### src/hw/rtl/tccc_pkg.sv
`default_nettype none

package tccc_pkg;

   localparam int GLYPH_WIDTH_DEFAULT  = 8;
   localparam int GLYPH_HEIGHT_DEFAULT = 16;

   localparam int COORD_W = 12;
   localparam int CHAR_W  = 8;
   localparam int CODE_W  = 7;
   localparam int COLOR_W = 32;
   localparam int CSR_IDX_W = 2;

   localparam logic [CHAR_W-1:0] CHAR_BACKSPACE = 8'd8;
   localparam logic [CHAR_W-1:0] CHAR_NEWLINE   = 8'd10;
   localparam logic [CHAR_W-1:0] CHAR_RETURN    = 8'd13;
   localparam logic [CHAR_W-1:0] CHAR_PRINT_LO  = 8'd32;
   localparam logic [CHAR_W-1:0] CHAR_PRINT_HI  = 8'd126;

   localparam logic [COORD_W-1:0] AREA_WIDTH_RESET  = 12'd640;
   localparam logic [COORD_W-1:0] AREA_HEIGHT_RESET = 12'd480;
   localparam logic [COORD_W-1:0] ORIGIN_X_RESET    = 12'd0;
   localparam logic [COORD_W-1:0] ORIGIN_Y_RESET    = 12'd0;

   typedef enum logic [CSR_IDX_W-1:0] {
      CSR_AREA_WIDTH  = 2'd0,
      CSR_AREA_HEIGHT = 2'd1,
      CSR_ORIGIN_X    = 2'd2,
      CSR_ORIGIN_Y    = 2'd3
   } csr_index_type;

   typedef enum logic {
      CMD_DRAW   = 1'b0,
      CMD_SCROLL = 1'b1
   } cmd_kind_type;

   typedef struct packed {
      logic [COORD_W-1:0] area_width;
      logic [COORD_W-1:0] area_height;
      logic [COORD_W-1:0] origin_x;
      logic [COORD_W-1:0] origin_y;
   } cfg_type;

   typedef struct packed {
      cmd_kind_type       kind;
      logic [CODE_W-1:0]  code;
      logic [COORD_W-1:0] x;
      logic [COORD_W-1:0] y;
      logic [COLOR_W-1:0] color;
      logic               last;
   } result_type;

   typedef struct packed {
      logic [1:0] count;
      result_type first;
      result_type second;
   } step_type;

endpackage

`default_nettype wire

### src/hw/rtl/tccc_cursor.sv
`default_nettype none

module tccc_cursor #(
   parameter int GLYPH_WIDTH  = tccc_pkg::GLYPH_WIDTH_DEFAULT,
   parameter int GLYPH_HEIGHT = tccc_pkg::GLYPH_HEIGHT_DEFAULT
) (
   input  wire logic                         clock,
   input  wire logic                         reset,
   input  wire logic                         go,
   input  wire logic [tccc_pkg::CHAR_W-1:0]  char_code,
   input  wire logic [tccc_pkg::COLOR_W-1:0] ink_color,
   input  wire tccc_pkg::cfg_type            cfg,
   output tccc_pkg::step_type                step
);

   logic [tccc_pkg::COORD_W-1:0] col_ff, col_in;
   logic [tccc_pkg::COORD_W-1:0] row_ff, row_in;
   logic [tccc_pkg::COORD_W:0]   adv_col;
   logic [tccc_pkg::COORD_W:0]   nl_next_row;
   logic [tccc_pkg::COORD_W+1:0] nl_bottom;
   logic                         nl_scroll;
   logic                         printable;
   tccc_pkg::result_type         draw_res;
   tccc_pkg::result_type         scroll_res;

   assign adv_col     = {1'b0, col_ff} + (tccc_pkg::COORD_W+1)'(GLYPH_WIDTH);
   assign nl_next_row = {1'b0, row_ff} + (tccc_pkg::COORD_W+1)'(GLYPH_HEIGHT);
   assign nl_bottom   = {1'b0, nl_next_row} + (tccc_pkg::COORD_W+2)'(GLYPH_HEIGHT);
   assign nl_scroll   = nl_bottom >= {2'b00, cfg.area_height};
   assign printable   = (char_code >= tccc_pkg::CHAR_PRINT_LO) &&
                        (char_code <= tccc_pkg::CHAR_PRINT_HI);

   always_comb begin
      draw_res.kind  = tccc_pkg::CMD_DRAW;
      draw_res.code  = char_code[tccc_pkg::CODE_W-1:0];
      draw_res.x     = col_ff;
      draw_res.y     = row_ff;
      draw_res.color = ink_color;
      draw_res.last  = 1'b1;

      scroll_res.kind  = tccc_pkg::CMD_SCROLL;
      scroll_res.code  = '0;
      scroll_res.x     = cfg.origin_x;
      scroll_res.y     = row_ff;
      scroll_res.color = '0;
      scroll_res.last  = 1'b1;
   end

   always_comb begin
      col_in      = col_ff;
      row_in      = row_ff;
      step.count  = 2'd0;
      step.first  = draw_res;
      step.second = scroll_res;
      priority if (char_code == tccc_pkg::CHAR_BACKSPACE) begin
         if (col_ff >= tccc_pkg::COORD_W'(GLYPH_WIDTH)) begin
            col_in = col_ff - tccc_pkg::COORD_W'(GLYPH_WIDTH);
         end else if (row_ff >= tccc_pkg::COORD_W'(GLYPH_HEIGHT)) begin
            col_in = cfg.area_width - tccc_pkg::COORD_W'(GLYPH_WIDTH);
            row_in = row_ff - tccc_pkg::COORD_W'(GLYPH_HEIGHT);
         end
      end else if (char_code == tccc_pkg::CHAR_NEWLINE) begin
         col_in = cfg.origin_x;
         if (nl_scroll) begin
            step.count = 2'd1;
            step.first = scroll_res;
         end else begin
            row_in = nl_next_row[tccc_pkg::COORD_W-1:0];
         end
      end else if (char_code == tccc_pkg::CHAR_RETURN) begin
         col_in = cfg.origin_x;
      end else if (printable) begin
         step.count = 2'd1;
         if (adv_col >= {1'b0, cfg.area_width}) begin
            col_in = cfg.origin_x;
            if (nl_scroll) begin
               step.count      = 2'd2;
               step.first.last = 1'b0;
            end else begin
               row_in = nl_next_row[tccc_pkg::COORD_W-1:0];
            end
         end else begin
            col_in = adv_col[tccc_pkg::COORD_W-1:0];
         end
      end else begin
         // other codes leave the cursor where it is
         col_in = col_ff;
      end
   end

   always_ff @(posedge clock) begin
      if (reset) begin
         col_ff <= tccc_pkg::ORIGIN_X_RESET;
         row_ff <= tccc_pkg::ORIGIN_Y_RESET;
      end else if (go) begin
         col_ff <= col_in;
         row_ff <= row_in;
      end
   end

endmodule

`default_nettype wire

### src/hw/rtl/tccc_rsp_stage.sv
`default_nettype none

module tccc_rsp_stage (
   input  wire logic               clock,
   input  wire logic               reset,
   input  wire logic               go,
   input  wire tccc_pkg::step_type step,
   output logic                    can_take,
   output logic                    rsp_valid,
   input  wire logic               rsp_stall,
   output tccc_pkg::result_type    rsp_item
);

   logic                 out_valid_ff, out_valid_in;
   logic                 pend_valid_ff, pend_valid_in;
   tccc_pkg::result_type out_ff, out_in;
   tccc_pkg::result_type pend_ff, pend_in;
   logic                 pop;

   assign pop       = out_valid_ff && !rsp_stall;
   assign can_take  = (!out_valid_ff || !rsp_stall) && !pend_valid_ff;
   assign rsp_valid = out_valid_ff;
   assign rsp_item  = out_ff;

   always_comb begin
      out_valid_in  = out_valid_ff;
      pend_valid_in = pend_valid_ff;
      out_in        = out_ff;
      pend_in       = pend_ff;
      if (go && step.count != 2'd0) begin
         out_valid_in  = 1'b1;
         out_in        = step.first;
         pend_valid_in = step.count == 2'd2;
         pend_in       = step.second;
      end else if (pop && pend_valid_ff) begin
         out_in        = pend_ff;
         pend_valid_in = 1'b0;
      end else if (pop) begin
         out_valid_in = 1'b0;
      end
   end

   always_ff @(posedge clock) begin
      if (reset) begin
         out_valid_ff  <= 1'b0;
         pend_valid_ff <= 1'b0;
      end else begin
         out_valid_ff  <= out_valid_in;
         pend_valid_ff <= pend_valid_in;
      end
   end

   always_ff @(posedge clock) begin
      out_ff  <= out_in;
      pend_ff <= pend_in;
   end

endmodule

`default_nettype wire

### src/hw/rtl/text_console_cursor_control_core.sv
// Text console cursor control core
//
// req channel: one character byte and an ink color per item, taken at a clock
// edge with req_valid high and req_stall low. Each item yields zero, one or two
// rsp items (draw glyph, scroll up one row); rsp_last_command marks the final one.
// Control codes that only move the cursor, and unknown codes, give no rsp item.
//
// An item is held in the input register, and its first rsp item is then shown from the
// rsp register. Throughput: one item per cycle while each item gives at most one rsp
// item and rsp_stall is low; an item that gives two holds the input while the second
// result waits in the pending register behind the rsp register.
// A held rsp item stays stable while rsp_stall is high; the input register then
// fills and req_stall rises.
//
// csr port: csr_write with csr_index selects area width, area height, origin x,
// origin y; write only while the block is idle. Reset (synchronous) empties all
// stages, restores the register defaults (640 x 480, origin 0,0) and puts the
// cursor at the origin.
`default_nettype none

module text_console_cursor_control_core #(
   parameter int GLYPH_WIDTH  = tccc_pkg::GLYPH_WIDTH_DEFAULT,
   parameter int GLYPH_HEIGHT = tccc_pkg::GLYPH_HEIGHT_DEFAULT
) (
   input  wire logic                           clock,
   input  wire logic                           reset,
   input  wire logic                           req_valid,
   output logic                                req_stall,
   input  wire logic [tccc_pkg::CHAR_W-1:0]    req_char_code,
   input  wire logic [tccc_pkg::COLOR_W-1:0]   req_ink_color,
   output logic                                rsp_valid,
   input  wire logic                           rsp_stall,
   output logic                                rsp_command_kind,
   output logic [tccc_pkg::CODE_W-1:0]         rsp_glyph_code,
   output logic [tccc_pkg::COORD_W-1:0]        rsp_pos_x,
   output logic [tccc_pkg::COORD_W-1:0]        rsp_pos_y,
   output logic [tccc_pkg::COLOR_W-1:0]        rsp_glyph_color,
   output logic                                rsp_last_command,
   input  wire logic                           csr_write,
   input  wire logic [tccc_pkg::CSR_IDX_W-1:0] csr_index,
   input  wire logic [tccc_pkg::COORD_W-1:0]   csr_wdata
);

   tccc_pkg::cfg_type            cfg_ff, cfg_in;
   logic                         in_valid_ff, in_valid_in;
   logic [tccc_pkg::CHAR_W-1:0]  in_char_ff, in_char_in;
   logic [tccc_pkg::COLOR_W-1:0] in_color_ff, in_color_in;
   logic                         can_take;
   logic                         go;
   logic                         req_take;
   tccc_pkg::step_type           step;
   tccc_pkg::result_type         rsp_item;

   always_comb begin
      cfg_in = cfg_ff;
      if (csr_write) begin
         unique case (tccc_pkg::csr_index_type'(csr_index))
            tccc_pkg::CSR_AREA_WIDTH:  cfg_in.area_width  = csr_wdata;
            tccc_pkg::CSR_AREA_HEIGHT: cfg_in.area_height = csr_wdata;
            tccc_pkg::CSR_ORIGIN_X:    cfg_in.origin_x    = csr_wdata;
            tccc_pkg::CSR_ORIGIN_Y:    cfg_in.origin_y    = csr_wdata;
            default:                   cfg_in = cfg_ff;
         endcase
      end
   end

   always_ff @(posedge clock) begin
      if (reset) begin
         cfg_ff.area_width  <= tccc_pkg::AREA_WIDTH_RESET;
         cfg_ff.area_height <= tccc_pkg::AREA_HEIGHT_RESET;
         cfg_ff.origin_x    <= tccc_pkg::ORIGIN_X_RESET;
         cfg_ff.origin_y    <= tccc_pkg::ORIGIN_Y_RESET;
      end else begin
         cfg_ff <= cfg_in;
      end
   end

   // input register
   assign go        = in_valid_ff && can_take;
   assign req_stall = in_valid_ff && !can_take;
   assign req_take  = req_valid && !req_stall;

   always_comb begin
      in_valid_in = in_valid_ff;
      in_char_in  = in_char_ff;
      in_color_in = in_color_ff;
      if (req_take) begin
         in_valid_in = 1'b1;
         in_char_in  = req_char_code;
         in_color_in = req_ink_color;
      end else if (go) begin
         in_valid_in = 1'b0;
      end
   end

   always_ff @(posedge clock) begin
      if (reset) begin
         in_valid_ff <= 1'b0;
      end else begin
         in_valid_ff <= in_valid_in;
      end
   end

   always_ff @(posedge clock) begin
      in_char_ff  <= in_char_in;
      in_color_ff <= in_color_in;
   end

   tccc_cursor #(
      .GLYPH_WIDTH  (GLYPH_WIDTH),
      .GLYPH_HEIGHT (GLYPH_HEIGHT)
   ) u_cursor (
      .clock     (clock),
      .reset     (reset),
      .go        (go),
      .char_code (in_char_ff),
      .ink_color (in_color_ff),
      .cfg       (cfg_ff),
      .step      (step)
   );

   tccc_rsp_stage u_rsp_stage (
      .clock     (clock),
      .reset     (reset),
      .go        (go),
      .step      (step),
      .can_take  (can_take),
      .rsp_valid (rsp_valid),
      .rsp_stall (rsp_stall),
      .rsp_item  (rsp_item)
   );

   assign rsp_command_kind = rsp_item.kind;
   assign rsp_glyph_code   = rsp_item.code;
   assign rsp_pos_x        = rsp_item.x;
   assign rsp_pos_y        = rsp_item.y;
   assign rsp_glyph_color  = rsp_item.color;
   assign rsp_last_command = rsp_item.last;

endmodule

`default_nettype wire

### config.mk
export PLATFORM = sky130hd
export DESIGN_NAME = text_console_cursor_control_core
export DESIGN_NICKNAME = d
export VERILOG_FILES = /design/src/hw/rtl/tccc_pkg.sv /design/src/hw/rtl/tccc_cursor.sv /design/src/hw/rtl/tccc_rsp_stage.sv /design/src/hw/rtl/text_console_cursor_control_core.sv
export SDC_FILE = /design/constraint.sdc
export NUM_CORES = 1
export LEC_CHECK = 0
export BUFFER_PORTS_ARGS = -buffer_cell sky130_fd_sc_hd__buf_2
export CORE_AREA = 2 2 148 150
export CTS_BUF_LIST = sky130_fd_sc_hd__clkbuf_4 sky130_fd_sc_hd__clkbuf_8 sky130_fd_sc_hd__clkbuf_16
export CTS_CLUSTER_DIAMETER = 150
export DETAILED_ROUTE_END_ITERATION = 10
export DIE_AREA = 0 0 150 152
export GPL_TIMING_DRIVEN = 0
export PLACE_DENSITY = 0.7
export SLEW_MARGIN = 10
export SYNTH_ARGS = -nofsm -noshare
export SYNTH_HDL_FRONTEND = slang
export SYNTH_SLANG_ARGS = --single-unit
export TNS_END_PERCENT = 1
### constraint.sdc
create_clock -name clock -period 5.2 [get_ports clock]
set_clock_uncertainty 0.15 [all_clocks]
set_input_delay 0.52 -clock clock [delete_from_list [all_inputs] [get_ports clock]]
set_output_delay 0.52 -clock clock [all_outputs]
set_load 0.02 [all_outputs]
## After elaboration in Yosys (flattened, before gate mapping)

Index checks and enable logic that the tools add are counted.

| word-level totals | value |
|---|---|
| flip-flop bits (word level) | 192 |
| bits in latches | 0 |
| RAM bits | 0 |
| memory bits (read-only) | 0 |
| word-level logic and storage cells | 106 |
| memories | 0 |

| operators by class | value |
|---|---|
| add/subtract/negate cells | 6 |
| multiply operators | 0 |
| div/mod/pow operators | 0 |
| $lt $le $gt $ge | 6 |
| eq/ne operators | 11 |
| shifts and indexed selects | 0 |
| multiplexer cells | 37 |
| bitwise logic cells | 0 |
| reduce and logical (&&, ||, !) cells | 28 |

Operators with widths:

| kind | count |
|---|---|
| $mux 12 | 15 |
| $mux 65 | 2 |
| $mux 67 | 1 |
| $mux 66 | 1 |
| $mux 64 | 1 |
| $eq 8x4->1 const B | 3 |
| $sub 12x4->12 const B | 2 |
| $add 13x5->14 const B | 1 |
| $ge 14x12->1 | 1 |
| $add 12x4->13 const B | 1 |
| $add 12x5->13 const B | 1 |
| $ge 13x12->1 | 1 |
| $ge 12x4->1 const B | 1 |
| $ge 12x5->1 const B | 1 |
| $mux 1 | 12 |
| $sub 12x5->12 const B | 1 |
| $mux 2 | 5 |
| $ge 8x6->1 const B | 1 |
| $le 8x7->1 const B | 1 |
| $logic_and 1x1->1 | 8 |
| $reduce_and 2->1 | 4 |
| $reduce_bool 2->1 | 4 |
| $reduce_and 6->1 | 1 |
| $reduce_bool 3->1 | 2 |
| 11 further kinds | 17 |

## Longest topological paths before layout

| depth | value |
|---|---|
| word-level depth | 13 |
| depth in mapped cells | 19 |
| mapped depth without buffers | 15 |

## By module

A second synthesis with hierarchy kept.

| unflattened totals | value |
|---|---|
| cell total of the unflattened synthesis | 962 |
| area total of the unflattened synthesis | 11856.4 sq um |

By module, submodules not included:

| module | times used | cells an instance | area each (sq um) |
|---|---|---|---|
| tccc_rsp_stage | 1 | 214 | 4872.2 |
| tccc_cursor | 1 | 524 | 3806.2 |
| text_console_cursor_control_core | 1 | 224 | 3178.0 |

## Least setup slack after synthesis

Ideal clock, no wire load.

| timing path | value |
|---|---|
| path type | register -> register |
| start | register u_cursor.row_ff[4] (netlist bit) |
| end | register u_rsp_stage.out_ff (netlist bit u_rsp_stage.rsp_item[0]) (enable) |
| library setup time | 0.670 ns |
| data arrival time | 4.287 ns |
| slack | 0.093 ns |
| cell stages (with the launch flop) | 20 |
| path buffers | 4 |
| period minus slack after synthesis | 5.107 ns |
| cells stage by stage | dfxtp_1 -> buf_2 -> inv_1 -> ha_1 -> nor3b_1 -> nand3_1 -> nand2_1 -> nand3_1 -> xnor2_1 -> ha_1 -> and4_1 -> a21oi_1 -> o221ai_1 -> a221o_2 -> nand3_2 -> and2_1 -> buf_6 -> buf_6 -> buf_6 -> nand2_1 |

| between the ends | value |
|---|---|
| word-level cells in the longest chain between the ends | 12 |
| elaborated cells on any way between the ends | 13 |

Ends and longest elaborated chain:

| element | RTL line | RTL |
|---|---|---|
| start: declaration | tccc_cursor.sv:17 | `logic [tccc_pkg::COORD_W-1:0] row_ff, row_in;` |
| start signal: assignment | tccc_cursor.sv:94 | `row_ff <= tccc_pkg::ORIGIN_Y_RESET;` |
| start signal: assignment | tccc_cursor.sv:97 | `row_ff <= row_in;` |
| $add 12x5->13 * | tccc_cursor.sv:27 | `assign nl_next_row = {1'b0, row_ff} + (tccc_pkg::COORD_W+1)'(GLYPH_HEIGHT);` |
| $add 13x5->14 * | tccc_cursor.sv:28 | `assign nl_bottom = {1'b0, nl_next_row} + (tccc_pkg::COORD_W+2)'(GLYPH_HEIGHT);` |
| $ge 14x12->1 * | tccc_cursor.sv:29 | `assign nl_scroll = nl_bottom >= {2'b00, cfg.area_height};` |
| $mux 2 | tccc_cursor.sv:76 | `if (nl_scroll) begin` |
| $mux 2 | tccc_cursor.sv:74 | `if (adv_col >= {1'b0, cfg.area_width}) begin` |
| $mux 2 | tccc_cursor.sv:72 | `end else if (printable) begin` |
| $mux 2 | tccc_cursor.sv:70 | `end else if (char_code == tccc_pkg::CHAR_RETURN) begin` |
| $mux 2 * | tccc_cursor.sv:62 | `end else if (char_code == tccc_pkg::CHAR_NEWLINE) begin` |
| $mux 67 * | tccc_cursor.sv:55 | `priority if (char_code == tccc_pkg::CHAR_BACKSPACE) begin` |
| $reduce_bool 2->1 * | tccc_rsp_stage.sv:30 | `if (go && step.count != 2'd0) begin` |
| $logic_and 1x1->1 * | tccc_rsp_stage.sv:30 |  |
| $reduce_bool 2->1 (no line) * | -- |  |
| end signal: assignment | tccc_rsp_stage.sv:54 | `out_ff <= out_in;` |
| end: declaration | tccc_rsp_stage.sv:16 | `tccc_pkg::result_type out_ff, out_in;` |

Every way passes the cells marked *; elsewhere a longest branch is shown, timed or not.
A chain may end at the register's enable or synchronous reset.

## Worst setup path after layout

| timing path | value |
|---|---|
| start | register u_cursor.row_ff[4] (netlist bit) |
| end | register u_rsp_stage.pend_ff[41] (netlist bit) (enable) |

| between the ends | value |
|---|---|
| word-level cells in the longest chain between the ends | 11 |
| elaborated cells on any way between the ends | 12 |

Ends and longest elaborated chain:

| element | RTL line | RTL |
|---|---|---|
| $add 12x5->13 * | tccc_cursor.sv:27 |  |
| $add 13x5->14 * | tccc_cursor.sv:28 |  |
| $ge 14x12->1 * | tccc_cursor.sv:29 |  |
| $mux 2 | tccc_cursor.sv:76 |  |
| $mux 2 | tccc_cursor.sv:74 |  |
| $mux 2 | tccc_cursor.sv:72 |  |
| $mux 2 | tccc_cursor.sv:70 |  |
| $mux 2 * | tccc_cursor.sv:62 |  |
| $mux 67 * | tccc_cursor.sv:55 |  |
| $reduce_bool 2->1 * | tccc_rsp_stage.sv:30 |  |
| $logic_and 1x1->1 * | tccc_rsp_stage.sv:30 |  |
| end signal: assignment | tccc_rsp_stage.sv:55 | `pend_ff <= pend_in;` |
| end: declaration | tccc_rsp_stage.sv:17 | `tccc_pkg::result_type pend_ff, pend_in;` |

Marks and branches as above.

==> results.md <==
* Status: complete, no violations
* CP Launch Point: u_cursor.row_ff[4]
* Min Tclk post-route at a little under 5000 ps
* DRT iter0 DRCs at 653
* CP required at 5100 ps
* Worst Hold Launch: req_ink_color[19]
* PwrDens at 318 nW/um^2
* Max_slew headroom at ~40%
* Drc violations at 0
* CTS root buffer: clkbuf_16
* WL/cell at 16.2 um
* Distinct cell type count after synthesis at 67
* Post-synthesis sequential area ratio at 57.5%
* Syn avg cell area at 11.3 sq um
* Reg2Reg Capture Point: u_rsp_stage.pend_ff[41]
* Die area at 22800 sq um
* I/O pin cnt at ~130
* Async S/R FF share, synth at 0%
* Number of core rows at 54
* Fmax at 207 MHz
* Area grow syn2layout at 19.6%
* Clock power share at a little over two fifths
* CP max stage delay at 660 ps
* Max-slew violations at 0
* Post-Synthesis Cells at ~740
* Slowest stage cell, crit path: inv_1
* Final core utilization at 46.9%
* VDD IR-drop max at 0.000162 V
* Worst Path Arrival at 4750 ps
* Post-synth EDFFs at between 100 and 150
* Crit path max fanout at 20
* Clock sink count at 180
* Layout cells sized above 1 at 22.6%
* Static leakage at 0.00408 uW
* Inserted Clock Buffers at 17
* Longest Clk Path Bufs at 2
* Post-CTS Setup Bufs at 0
* Setup crit end kind: register
* First-pass GRT wire length at 30400 um
* Net Sw Frac at 24.4%
* Synthesized area at 8370 sq um
* CTS tree: built
* Most instantiated cells after synthesis: edfxtp_1 (121), nand2_1 (63), dfxtp_1 (59)
* Worst path most repeated cell: buf_6
* R2r setup slk at 360 ps
* Via/cell ratio at between 5 and 6
* Kind of critical path: reg2reg
* Final WS setup at 357 ps
* Hold path endpoint: in_color_ff[19]
* Worst reg2reg startpoint: u_cursor.row_ff[4]
* Switching Power at a little under 800 uW
* Largest area contributor in the netlist: edfxtp_1
* Vias post-DR at 5984
* Reg2reg path depth at 19
* Sequential share of power at 50.1%
* DRT Wirelength at 19100 um
* All-Layer GR Usage at 17.0%
* DP HPWL at 14200 um
* Most frequently used flop master after synthesis: edfxtp_1
* Die height at 152 um
* Final Setup Violations at 0
* Hold Path Class: in2reg
* RSZ-0062 raised after global routing: no
* Top cell type's share of synthesized area at a little over two fifths
* CP top delay family: buffers and inverters
* Max_cap viols at 0
* Vias in the first global route at 5714
* H-tree Lvls at 4
* Pin count of the biggest net entering global routing at 62
* Post_cts resized at 0
* Combinational share of power at 7.8%
* Pre-antenna DRT Iters at 5
* Core Region at between 20000 and 25000 sq um
* CTS clk-pin slew, worst paths at approximately 80 ps
* CP startpoint kind: register
* Tightest Pin Transition at 902 ps
* Yosys warnings at 0
* CP cell instances: buf_2, inv_1, ha_1, nor3b_1, nand3_1, nand2_1, nand3_1, xnor2_1, ha_1, and4_1, o211ai_1, o221ai_1, a221o_2, nand3_2, and2_1, buf_6, buf_6, buf_6, inv_1
* Ant diodes at 0
* Cell with the most instances after synthesis: edfxtp_1
* Count of nets after finishing at 973
* Die width at 150 um
* Hold Buf Count CTS at 0
* Overflow after GRT at 0
* Antenna violations before repair at 0
* Int Power at ~2400 uW
* Cells on Worst Hold Path at 1
* Final period util at approximately 93%
* Placement Setup Slack at 362 ps
* GP Congestion at 0.924
* Port Buffers at 120
* Antenna Violating Nets Remaining at 0
* Worst-Skew Late Latency at ~430 ps
* Ranking of synthesized cells by area: edfxtp_1 (43%), dfxtp_1 (14%), ha_1 (4.0%), and2_1 (2.9%), nand2_1 (2.8%)
* Fin. Hold Viols at 0
* Yosys reg bits at 180
* Crit path buffers/inverters at 6
* Initial Util at 39.2%
[layout make-up]
type | instances | area [sq um]
Clock inverter | 15 | 204
Timing Repair Buffer | 121 | 628
Tap cell | 280 | 350
Inverter | 41 | 154
Fill cell | 1999 | 11300
Sequential cell | 180 | 4810
Clock buffer | 17 | 425
Buffer | 50 | 248
Multi-Input combinational cell | 476 | 3190
[layer usage]
layer  GRT usage (%)  part of all wire (%)  vias up
met5               0                     0        -
met4            5.97                   1.7        0
met3            3.42                   5.5       21
met2            27.4                    47      177
met1            22.8                    46     2815
li1                -                     -     2971
[worst max-delay path by stage]
stage          slack [ps]                       end  cells past startpoint
5_1_grt                20   u_rsp_stage.pend_ff[39]                     19
3_5_place_dp          360   u_rsp_stage.rsp_item[7]                     19
2_1_floorplan          90   u_rsp_stage.rsp_item[0]                     19
3_3_place_gp        -1040   u_rsp_stage.rsp_item[7]                     19
4_1_cts               320  u_rsp_stage.rsp_item[41]                     19
6_report              360   u_rsp_stage.pend_ff[41]                     19
[through the flow]
step                      TNS, ps  power [uW]  std cells  hold WS, ps  area (sq um)
after floorplan                 0        1780        747          256          8390
after global placement     -63120        1870       1147          260          9340
after detailed placement        0        1870       1148          263          9380
after CTS                       0        3210       1180         88.9         10000
after global routing            0        3290       1180         85.0         10000
final                           0        3180       1180          106         10000
[power by group through the flow]
stage | sequential [uW] | combinational [uW] | clock [uW]
global placement | 1630 | 239 | 0
CTS | 1590 | 247 | 1370
floorplan | 1630 | 154 | 0
finish | 1590 | 247 | 1340
detailed placement | 1630 | 245 | 0
global route | 1600 | 273 | 1410
[state kept, by name (all words and copies together) (netlist names)]
name                       cells
in_color_ff                   32
u_cursor.col_ff               12
u_rsp_stage.rsp_valid          1
u_rsp_stage.pend_valid_ff      1
u_rsp_stage.pend_ff           20
u_cursor.row_ff                8
cfg_ff                        36
u_rsp_stage.rsp_item          61
in_valid_ff                    1
in_char_ff                     8
[worst register-to-register path, stage by stage (launching register included)]
cell and delay, ps:
dfxtp_1 410, buf_2 240, inv_1 110, ha_1 320, nor3b_1 290, nand3_1 110, nand2_1 120, nand3_1 100
xnor2_1 170, ha_1 310, and4_1 220, o211ai_1 100, o221ai_1 150, a221o_2 220, nand3_2 120, and2_1 200
buf_6 140, buf_6 140, buf_6 160, inv_1 660
[cell families after synthesis]
logic type | Yosys count | synth area share (%)
other cells | 1 | 0.0448
flops | 180 | 57.5
mux | 30 | 3.87
simple gates | 248 | 15.5
compound gates | 140 | 11.4
xor+xnor | 27 | 2.82
fa+ha+maj | 27 | 4.03
buf+inv | 91 | 4.80
[cells in the final DEF, fill, tap and decap left out, types with 7 or more instances in the layout]
cell       count
nand2_1       62
clkbuf_1      26
o21ai_0       13
and3_1         8
nor3_1        10
dfxtp_1       59
xnor2_1       21
nor4_1        10
buf_4          7
nor2_1        53
mux2i_1       17
a211o_1        9
nor2b_1        8
clkbuf_16     17
edfxtp_1     121
a21o_1         7
a21oi_1       45
inv_1         41
and2_1        39
ha_1          27
buf_2        129
o22ai_1       11
mux2_2        11
nand3_1       15
Note: power is estimated with default switching activity, not from simulation.
